--- src/hdl/tdt_pkg.sv ---
// ----------------------------------------------------------------------------
// tdt_pkg
// Shared types and constants for the touch drag tracker: event kinds, fixed
// field widths, reset values and default sizes.
// ----------------------------------------------------------------------------
`timescale 1ns / 1ps

package tdt_pkg;

  // default table depth and coordinate width
  localparam int DEF_MAX_DRAGS  = 16;
  localparam int DEF_COORD_BITS = 12;

  // fixed field widths
  localparam int KIND_W  = 2;
  localparam int BTN_W   = 8;
  localparam int SLOT_W  = 4;
  localparam int COUNT_W = 5;
  localparam int DIST_W  = 13;

  // reported distance saturates here, also used when the table is empty
  localparam logic [DIST_W-1:0] DIST_SAT = {DIST_W{1'b1}};

  // max_distance after reset
  localparam logic [DIST_W-1:0] MAXD_RESET = DIST_W'(106);

  // event kinds
  typedef enum logic [KIND_W-1:0] {
    K_UPDATE = 2'd0,
    K_DROP   = 2'd1,
    K_SET_UI = 2'd2,
    K_CLEAR  = 2'd3
  } kind_t;

endpackage

--- src/hdl/touch_drag_tracker_core.sv ---
// ----------------------------------------------------------------------------
// touch_drag_tracker_core
// Insertion-ordered table of touch drags with nearest-neighbor matching,
// compaction of released entries, ui flag marking and clear.
// ----------------------------------------------------------------------------
//
//   channel  | direction | handshake             | payload
//   ---------+-----------+-----------------------+-------------------------------
//   in_      | input     | in_valid / in_ready   | kind, prev/loc point, press, ui
//   out_     | output    | out_valid / out_ready | slot, flags, count, distance
//   cfg_     | input     | cfg_wr_en (no wait)   | max_distance
//
// An update, drop or set-ui transaction walks the held entries through one
// entry memory with a single read port, one entry per cycle; the result is
// registered through S_SCAN, S_FINISH (update only) and S_DONE. A clear, or an
// event on an empty table, skips the walk.
// in_ready is high only while the sequencer is idle; a finished result waits
// in the output register, so the next transaction is taken while it stalls.
// Reset (rst_n, synchronous) empties the table; entries need no clearing pass.
// ----------------------------------------------------------------------------
`timescale 1ns / 1ps

module touch_drag_tracker_core #(
  parameter int MAX_DRAGS  = tdt_pkg::DEF_MAX_DRAGS,
  parameter int COORD_BITS = tdt_pkg::DEF_COORD_BITS
) (
  input  logic                        clk,
  input  logic                        rst_n,
  // configuration
  input  logic                        cfg_wr_en,
  input  logic [tdt_pkg::DIST_W-1:0]  cfg_wr_data,
  // input channel
  input  logic                        in_valid,
  output logic                        in_ready,
  input  logic [tdt_pkg::KIND_W-1:0]  in_kind,
  input  logic [COORD_BITS-1:0]       in_prev_x,
  input  logic [COORD_BITS-1:0]       in_prev_y,
  input  logic [COORD_BITS-1:0]       in_loc_x,
  input  logic [COORD_BITS-1:0]       in_loc_y,
  input  logic                        in_is_pressed,
  input  logic [tdt_pkg::BTN_W-1:0]   in_button_mask,
  input  logic                        in_ui_value,
  // result channel
  output logic                        out_valid,
  input  logic                        out_ready,
  output logic [tdt_pkg::SLOT_W-1:0]  out_slot,
  output logic                        out_created,
  output logic                        out_table_full,
  output logic [tdt_pkg::COUNT_W-1:0] out_entry_count,
  output logic [tdt_pkg::DIST_W-1:0]  out_best_distance
);

  import tdt_pkg::*;

  localparam int IW   = (MAX_DRAGS > 1) ? $clog2(MAX_DRAGS) : 1;
  localparam int CNTW = $clog2(MAX_DRAGS + 1);
  localparam int DW   = COORD_BITS + 1;
  localparam int CW   = (DW > DIST_W) ? DW : DIST_W;

  typedef struct packed {
    logic [COORD_BITS-1:0] start_x;
    logic [COORD_BITS-1:0] start_y;
    logic [COORD_BITS-1:0] last_x;
    logic [COORD_BITS-1:0] last_y;
    logic                  pressed;
    logic                  fresh;
    logic [BTN_W-1:0]      buttons;
    logic                  ui_flag;
  } entry_t;

  typedef enum logic [1:0] {
    S_IDLE,
    S_SCAN,
    S_FINISH,
    S_DONE
  } state_t;

  state_t state_r;

  // configuration register
  logic [DIST_W-1:0] max_distance_r;

  // latched transaction
  kind_t                 kind_r;
  logic [COORD_BITS-1:0] prev_x_r, prev_y_r, loc_x_r, loc_y_r;
  logic                  pressed_r;
  logic [BTN_W-1:0]      buttons_r;
  logic                  ui_value_r;

  // table state and walk control
  logic [CNTW-1:0] held_count_r;
  logic [CNTW-1:0] rd_idx_r;
  logic            pend_r;
  logic [IW-1:0]   pend_idx_r;
  logic [CNTW-1:0] keep_r;

  // nearest entry so far
  logic [DW-1:0] best_d_r;
  logic [IW-1:0] best_idx_r;
  entry_t        best_ent_r;

  // pending result
  logic [IW-1:0]     res_slot_r;
  logic              res_created_r;
  logic              res_full_r;
  logic [DIST_W-1:0] res_best_r;

  // output register
  logic              out_valid_r;
  logic [SLOT_W-1:0] out_slot_r;
  logic              out_created_r;
  logic              out_full_r;
  logic [COUNT_W-1:0] out_count_r;
  logic [DIST_W-1:0] out_best_r;

  // entry memory
  entry_t        mem [MAX_DRAGS];
  entry_t        rd_data_r;
  logic [IW-1:0] rd_addr;
  logic          mem_we;
  logic [IW-1:0] mem_wa;
  entry_t        mem_wd;

  // combinational helpers
  logic [COORD_BITS-1:0] dx, dy;
  logic [DW-1:0]         cand_dist;
  logic [CNTW-1:0]       pend_next;
  logic                  pend_last;
  logic [CNTW-1:0]       keep_nxt;
  logic                  cont_match;
  logic                  can_add;
  logic [CW-1:0]         best_ext;
  logic [CW-1:0]         maxd_ext;
  logic [DIST_W-1:0]     best_sat;
  logic [IW+SLOT_W-1:0]  slot_wide;
  logic [CNTW+COUNT_W-1:0] count_wide;
  entry_t                new_ent;
  entry_t                upd_ent;
  entry_t                ui_ent;

  assign in_ready = (state_r == S_IDLE);
  assign rd_addr  = rd_idx_r[IW-1:0];

  // distance of the entry read back to the previous point
  assign dx   = (rd_data_r.last_x > prev_x_r) ? rd_data_r.last_x - prev_x_r
                                              : prev_x_r - rd_data_r.last_x;
  assign dy   = (rd_data_r.last_y > prev_y_r) ? rd_data_r.last_y - prev_y_r
                                              : prev_y_r - rd_data_r.last_y;
  assign cand_dist = DW'(dx) + DW'(dy);

  // walk bookkeeping
  assign pend_next = CNTW'(pend_idx_r) + CNTW'(1);
  assign pend_last = pend_r && (pend_next == held_count_r);
  assign keep_nxt  = (pend_r && rd_data_r.pressed) ? keep_r + CNTW'(1) : keep_r;

  // update decision
  assign best_ext   = CW'(best_d_r);
  assign maxd_ext   = CW'(max_distance_r);
  assign cont_match = (held_count_r != '0) && (!pressed_r || (best_ext <= maxd_ext));
  assign can_add    = (held_count_r < CNTW'(MAX_DRAGS));
  assign best_sat   = (held_count_r == '0 || best_ext > CW'(DIST_SAT)) ? DIST_SAT
                                                                      : best_ext[DIST_W-1:0];

  // entry images to write back
  always_comb begin
    new_ent         = '0;
    new_ent.start_x = loc_x_r;
    new_ent.start_y = loc_y_r;
    new_ent.last_x  = loc_x_r;
    new_ent.last_y  = loc_y_r;
    new_ent.pressed = pressed_r;
    new_ent.fresh   = 1'b1;
    new_ent.buttons = buttons_r;
    new_ent.ui_flag = 1'b0;

    upd_ent         = best_ent_r;
    upd_ent.last_x  = loc_x_r;
    upd_ent.last_y  = loc_y_r;
    upd_ent.pressed = pressed_r;
    upd_ent.buttons = buttons_r;
    upd_ent.fresh   = 1'b0;

    ui_ent          = rd_data_r;
    ui_ent.ui_flag  = ui_value_r;
  end

  // memory write selection
  always_comb begin
    mem_we = 1'b0;
    mem_wa = '0;
    mem_wd = new_ent;
    priority if (state_r == S_SCAN && pend_r && kind_r == K_DROP) begin
      mem_we = rd_data_r.pressed;
      mem_wa = keep_r[IW-1:0];
      mem_wd = rd_data_r;
    end else if (state_r == S_SCAN && pend_r && kind_r == K_SET_UI) begin
      mem_we = 1'b1;
      mem_wa = pend_idx_r;
      mem_wd = ui_ent;
    end else if (state_r == S_FINISH && cont_match) begin
      mem_we = 1'b1;
      mem_wa = best_idx_r;
      mem_wd = upd_ent;
    end else if (state_r == S_FINISH && can_add) begin
      mem_we = 1'b1;
      mem_wa = held_count_r[IW-1:0];
      mem_wd = new_ent;
    end else begin
      mem_we = 1'b0;
    end
  end

  // entry memory: one write port, one registered read port
  always_ff @(posedge clk) begin
    if (mem_we) begin
      mem[mem_wa] <= mem_wd;
    end
    rd_data_r <= mem[rd_addr];
  end

  // configuration register
  always_ff @(posedge clk) begin
    if (!rst_n) begin
      max_distance_r <= MAXD_RESET;
    end else if (cfg_wr_en) begin
      max_distance_r <= cfg_wr_data;
    end
  end

  // result fields masked to the port widths
  assign slot_wide  = {{SLOT_W{1'b0}}, res_slot_r};
  assign count_wide = {{COUNT_W{1'b0}}, held_count_r};

  // sequencer, table count and output register
  always_ff @(posedge clk) begin
    if (!rst_n) begin
      state_r      <= S_IDLE;
      held_count_r <= '0;
      rd_idx_r     <= '0;
      pend_r       <= 1'b0;
      keep_r       <= '0;
      out_valid_r  <= 1'b0;
    end else begin
      // result taken and nothing new to load this cycle
      if (state_r != S_DONE && out_valid_r && out_ready) begin
        out_valid_r <= 1'b0;
      end
      unique case (state_r)
        S_IDLE: begin
          if (in_valid) begin
            kind_r        <= kind_t'(in_kind);
            prev_x_r      <= in_prev_x;
            prev_y_r      <= in_prev_y;
            loc_x_r       <= in_loc_x;
            loc_y_r       <= in_loc_y;
            pressed_r     <= in_is_pressed;
            buttons_r     <= in_button_mask;
            ui_value_r    <= in_ui_value;
            rd_idx_r      <= '0;
            pend_r        <= 1'b0;
            keep_r        <= '0;
            res_slot_r    <= '0;
            res_created_r <= 1'b0;
            res_full_r    <= 1'b0;
            res_best_r    <= '0;
            unique case (kind_t'(in_kind))
              K_CLEAR: begin
                held_count_r <= '0;
                state_r      <= S_DONE;
              end
              K_UPDATE: begin
                state_r <= (held_count_r == '0) ? S_FINISH : S_SCAN;
              end
              default: begin
                state_r <= (held_count_r == '0) ? S_DONE : S_SCAN;
              end
            endcase
          end
        end

        S_SCAN: begin
          // issue the next read
          if (rd_idx_r < held_count_r) begin
            rd_idx_r   <= rd_idx_r + CNTW'(1);
            pend_r     <= 1'b1;
            pend_idx_r <= rd_idx_r[IW-1:0];
          end else begin
            pend_r <= 1'b0;
          end
          // handle the entry read last cycle
          if (pend_r) begin
            if (kind_r == K_UPDATE && (pend_idx_r == '0 || cand_dist < best_d_r)) begin
              best_d_r   <= cand_dist;
              best_idx_r <= pend_idx_r;
              best_ent_r <= rd_data_r;
            end
            keep_r <= keep_nxt;
          end
          // last entry handled, no read is issued alongside it
          if (pend_last) begin
            if (kind_r == K_UPDATE) begin
              state_r <= S_FINISH;
            end else begin
              if (kind_r == K_DROP) begin
                held_count_r <= keep_nxt;
              end
              state_r <= S_DONE;
            end
          end
        end

        S_FINISH: begin
          res_best_r <= best_sat;
          if (cont_match) begin
            res_slot_r <= best_idx_r;
          end else if (can_add) begin
            res_slot_r    <= held_count_r[IW-1:0];
            res_created_r <= 1'b1;
            held_count_r  <= held_count_r + CNTW'(1);
          end else begin
            res_full_r <= 1'b1;
          end
          state_r <= S_DONE;
        end

        S_DONE: begin
          if (!out_valid_r || out_ready) begin
            out_valid_r   <= 1'b1;
            out_slot_r    <= slot_wide[SLOT_W-1:0];
            out_created_r <= res_created_r;
            out_full_r    <= res_full_r;
            out_count_r   <= count_wide[COUNT_W-1:0];
            out_best_r    <= res_best_r;
            state_r       <= S_IDLE;
          end
        end

        default: begin
          state_r <= S_IDLE;
        end
      endcase
    end
  end

  assign out_valid         = out_valid_r;
  assign out_slot          = out_slot_r;
  assign out_created       = out_created_r;
  assign out_table_full    = out_full_r;
  assign out_entry_count   = out_count_r;
  assign out_best_distance = out_best_r;

  // table never holds more than its depth
  a_count_bound: assert property (@(posedge clk) disable iff (!rst_n)
    held_count_r <= CNTW'(MAX_DRAGS))
    else $error("held count exceeds table depth");

  // compaction never writes past the entry it has read
  a_keep_bound: assert property (@(posedge clk) disable iff (!rst_n)
    (state_r == S_SCAN) |-> (keep_r <= rd_idx_r))
    else $error("compaction write index ahead of read index");

  // a pending read only exists during a walk
  a_pend_scan: assert property (@(posedge clk) disable iff (!rst_n)
    pend_r |-> (state_r == S_SCAN))
    else $error("pending read outside of walk");

  // an accepted transaction closes the input until its result is formed
  a_busy: assert property (@(posedge clk) disable iff (!rst_n)
    (in_valid && in_ready) |=> !in_ready)
    else $error("input taken while busy");

  // an appended entry is never also reported as table full
  a_created_full: assert property (@(posedge clk) disable iff (!rst_n)
    out_valid_r |-> !(out_created_r && out_full_r))
    else $error("created and table_full both set");

endmodule
--- config.mk ---
export PLATFORM = sky130hd
export DESIGN_NAME = touch_drag_tracker_core
export DESIGN_NICKNAME = d
export VERILOG_FILES = /design/src/hdl/tdt_pkg.sv /design/src/hdl/touch_drag_tracker_core.sv
export SDC_FILE = /design/constraint.sdc
export NUM_CORES = 1
export LEC_CHECK = 0
export ABC_CLOCK_PERIOD_IN_PS = 8900
export BUFFER_PORTS_ARGS = -buffer_cell sky130_fd_sc_hd__buf_2
export CORE_MARGIN = 3
export CORE_UTILIZATION = 50
export CTS_BUF_LIST = sky130_fd_sc_hd__clkbuf_16
export CTS_CLUSTER_DIAMETER = 60
export DETAILED_ROUTE_END_ITERATION = 7
export PLACE_DENSITY = 0.67
export REMOVE_ABC_BUFFERS = 1
export SLEW_MARGIN = 0
export SYNTH_ARGS = -nofsm -noshare
export SYNTH_HDL_FRONTEND = slang
export SYNTH_SLANG_ARGS = --single-unit
--- constraint.sdc ---
create_clock -name clk -period 8.9 [get_ports clk]
set_input_delay 0.445 -clock clk [delete_from_list [all_inputs] [get_ports clk]]
set_output_delay 0.445 -clock clk [all_outputs]
set_load 0.02 [all_outputs]
==> run_results.csv <==
group,metric,value,unit
timing,fin_crit_sh,74.9,%
grt,grt_max_degree,59,
clocking,ctsResizeCount,0,
pwr,pwr_density_cell,271,mW/mm^2
yosys,synth_area,0.0250,mm^2
route,drc_errors,0,
floorplanning,die_w,230,um
yosys,yosysUniqueCellTypes,77,
floorplanning,die_area,0.0528,mm^2
route,drtAntennaViolNets,0,
timing,finalSetupViolCount,0,
floorplanning,num_rows,81,
pwr,ir_drop,0.000203,V
timing,max_slew.worst_pin.slew,1.30,ns
route,wirelength,56.3,mm
grt,antenna_found_initial,0,
floorplanning,dieHeight,230,um
min_path,hp-start,"in_kind[1]",
critical_path,startpoint_type,"register",
yosys,synth-seq-cells,572,
timing,layout_min_cycle_time,6.67,ns
yosys,synth_top_family_by_area,"multiplexers",
final_layout,fill_cells,3685,
timing,whs,0.0355,ns
place,hpwl,33.3,mm
floorplanning,io_pins,104,
min_path,hp-class,"in -> reg",
floorplanning,start_util,50.9,%
clocking,cts_buffers,58,
timing,final.setup_skew,0.0211,ns
final_layout,drive_gt1_share,22.9,%
yosys,synth_compound_area_share,6.54,%
critical_path,path_max_fanout,18,
clocking,clk_latency,0.62,ns
place,port_buffers,94,
final_layout,syn2layout_area_growth,15.2,%
critical_path,worstSetupStartpoint,"rd_data_r[23]$_DFF_P_",
critical_path,critical_path_required,9.20,ns
timing,slew_headroom,13.1,%
flow_run,max_cap_viol_count,0,
grt,grt_util_all_layers,21.5,%
timing,rsz0062_at_grt,"no",
critical_path,r2r_setup_slack,2.23,ns
yosys,synth-simple-area-share,5.11,%
timing,finalMaxSlewViolations,0,
clocking,htree_levels,2,
final_layout,fin_nets,1901,
route,routed_via_density,5.75,
timing,hold_viol_final,0,
grt,grt_pass1_vias,14008,
critical_path,reg2reg_to,"best_d_r[5]$_DFFE_PP_",
route,drtIter0Drc,1536,
yosys,synth_seq_area_share,66.3,%
clocking,cts_setup_buffers,0,
place,gp_congestion,0.869,
critical_path,critPathArrivalTime,6.96,ns
floorplanning,core,0.0492,mm^2
yosys,synth_area_per_cell,16.2,um^2
timing,tns,0,ns
grt,grt_pass1_wl,85.4,mm
grt,use_met1,29.9,%
route,num_vias,13991,
yosys,synth_edf_count,515,
clocking,path_clk_slew,0.06,ns
grt,grt_busiest_layer,"met2",
yosys,synth_mux_area_share,12.6,%
final_layout,num_antenna_cells,0,
grt,grt-ovfl-total,0,
clocking,cts_tree,"yes",
grt,met2_usage,35.5,%
critical_path,end_kind,"register",
critical_path,cp-endpoint,"best_d_r[5]$_DFFE_PP_",
pwr,p_leak,10.2,nW
route,wl_per_cell,23.1,um
critical_path,reg2reg_depth,26,
critical_path,critPathKind,"reg -> reg",
run_status,status,"completed",
grt,grtUsageMet3,3.15,%
clocking,cts-root-buf,"clkbuf_16",
place,dp.cells,2283,
route,first_pass_iters,5,
clocking,cts.sinks,572,
yosys,synth-xor-area-share,1.33,%
yosys,synthAdderAreaFrac,5.35,%
yosys,netlist_instances,1544,
critical_path,timing.rr.start,"rd_data_r[23]$_DFF_P_",
yosys,ys_dominant_reg_cell,"edfxtp_1",
yosys,synthArstFlopShare,0,%
timing,fmax,0.150,GHz
yosys,yosysWarningCount,0,
clocking,clock_path_buffers,3,
final_layout,fin_cells,2433,
-- state kept, by name, summed over array words and instances, names as in the netlist, 12 cells and up --
name and flops:
mem 400, rd_data_r 25, best_d_r 13, max_distance_r 13, out_best_distance 13, res_best_r 13
loc_x_r 12, loc_y_r 12, prev_x_r 12, prev_y_r 12
-- per-stage QoR --
| step | utilization (%) | setup slack (ns) | power [mW] | area (um^2) |
|---|---|---|---|---|
| 6_report | 58.7 | 2.23 | 7.81 | 28800 |
| 5_1_grt | 58.7 | 1.84 | 8.22 | 28800 |
| 3_3_place_gp | 53.9 | 2.36 | 5.34 | 26500 |
| 3_5_place_dp | 53.9 | 2.32 | 5.41 | 26500 |
| 2_1_floorplan | - | 2.60 | 4.79 | 24800 |
| 4_1_cts | 58.6 | 2.27 | 7.85 | 28800 |
-- logic make-up after synthesis --
logic type / after synthesis
AOI/OAI and AO/OA: 246
xor gates and xnor gates: 38
adders and majority gates: 104
muxes: 157
buffers and inverters: 174
and+or+nand+nor: 253
DFF: 572
-- cell usage after synthesis, drive strengths merged, types with 9 or more instances --
cell | number | area [um^2]
a21boi | 11 | 93.8
ha | 99 | 1240
buf | 16 | 86.3
xnor2 | 23 | 201
nor2b | 25 | 156
a21oi | 68 | 340
clkbuf | 50 | 188
nor3 | 23 | 115
a21o | 33 | 248
nand4 | 12 | 75.1
nand2 | 91 | 342
xor2 | 15 | 131
o211ai | 9 | 67.6
and2 | 10 | 63.8
mux4 | 125 | 2820
o21ai | 59 | 295
inv | 107 | 402
and3 | 9 | 56.3
mux2 | 11 | 131
edfxtp | 515 | 15500
mux2i | 21 | 210
nand3 | 20 | 100
nor2 | 27 | 104
dfxtp | 57 | 1140
nand2b | 14 | 87.6
-- area by class of cell --
type	instances	area [um^2]	share of cell area, %
inverters	108	405	1.41
well taps	664	831	2.88
clock inverters	52	458	1.59
repair buffers	181	1220	4.24
flip-flops and latches	572	16600	57.6
multi-input cells	798	7850	27.2
clock buffers	58	1450	5.03
-- metal layers --
metal  vias to the layer above  wire length (um)
met1                      7054             23800
met3                       109              3410
met5                         -                 0
li1                       6360                 -
met4                         0              1620
met2                       468             27400
-- where the power goes --
part	internal (mW)	switching, mW	leakage [nW]
sequential	3.16	0.0569	5.14
combinational	0.883	1.30	4.12
clock	1.39	1.02	0.969
total	5.43	2.38	10.2
-- how the worst min path moves through the flow --
stage	to	slack [ns]	cells after the start
CTS	kind_r[1]$_DFFE_PP_	0.0009	1
finish	kind_r[1]$_DFFE_PP_	0.04	1
detailed placement	out_best_distance[1]$_DFFE_PP_	0.40	0
floorplan	out_best_distance[0]$_DFFE_PP_	0.40	0
global route	loc_y_r[11]$_DFFE_PP_	0.03	1
global placement	out_table_full$_DFFE_PP_	0.40	0
-- critical path, stage by stage (launching register included) --
cell,delay [ns]
dfxtp_1,0.32
inv_1,0.07
ha_1,0.14
inv_1,0.06
fa_1,0.38
a21o_1,0.23
a221oi_1,0.41
nor3_1,0.12
o221ai_2,0.70
mux2_2,0.46
xnor2_1,0.23
ha_1,0.31
o21ai_0,0.12
a21boi_0,0.15
o21ai_0,0.24
a21boi_0,0.19
o21a_1,0.23
or4_1,0.47
o211ai_1,0.17
ha_1,0.30
nor2b_1,0.13
o21ai_0,0.14
nand2b_1,0.07
a21oi_1,0.16
o2111ai_1,0.12
a21oi_1,0.15
buf_4,0.26
-- cells in the final DEF, fill, tap and decap left out, types with 13 or more instances in the layout --
master         count
edfxtp_1         515
mux4_2           125
inv_1            118
ha_1              99
buf_2             94
nand2_1           91
a21oi_1           68
clkbuf_16         58
o21ai_0           54
dfxtp_1           53
buf_4             47
dlygate4sd3_1     40
a21o_1            33
nor2b_1           25
nor2_1            25
xnor2_1           23
mux2i_1           21
nand3_1           20
nor3_2            17
xor2_1            15
nand2b_1          14
clkinv_2          13
-- what timing repair did --
action,in CTS,in global routing
setup endpoints to repair,0,0
hold buffers,40,0
hold endpoints to repair,40,0
(Power assumes the default switching activity.)
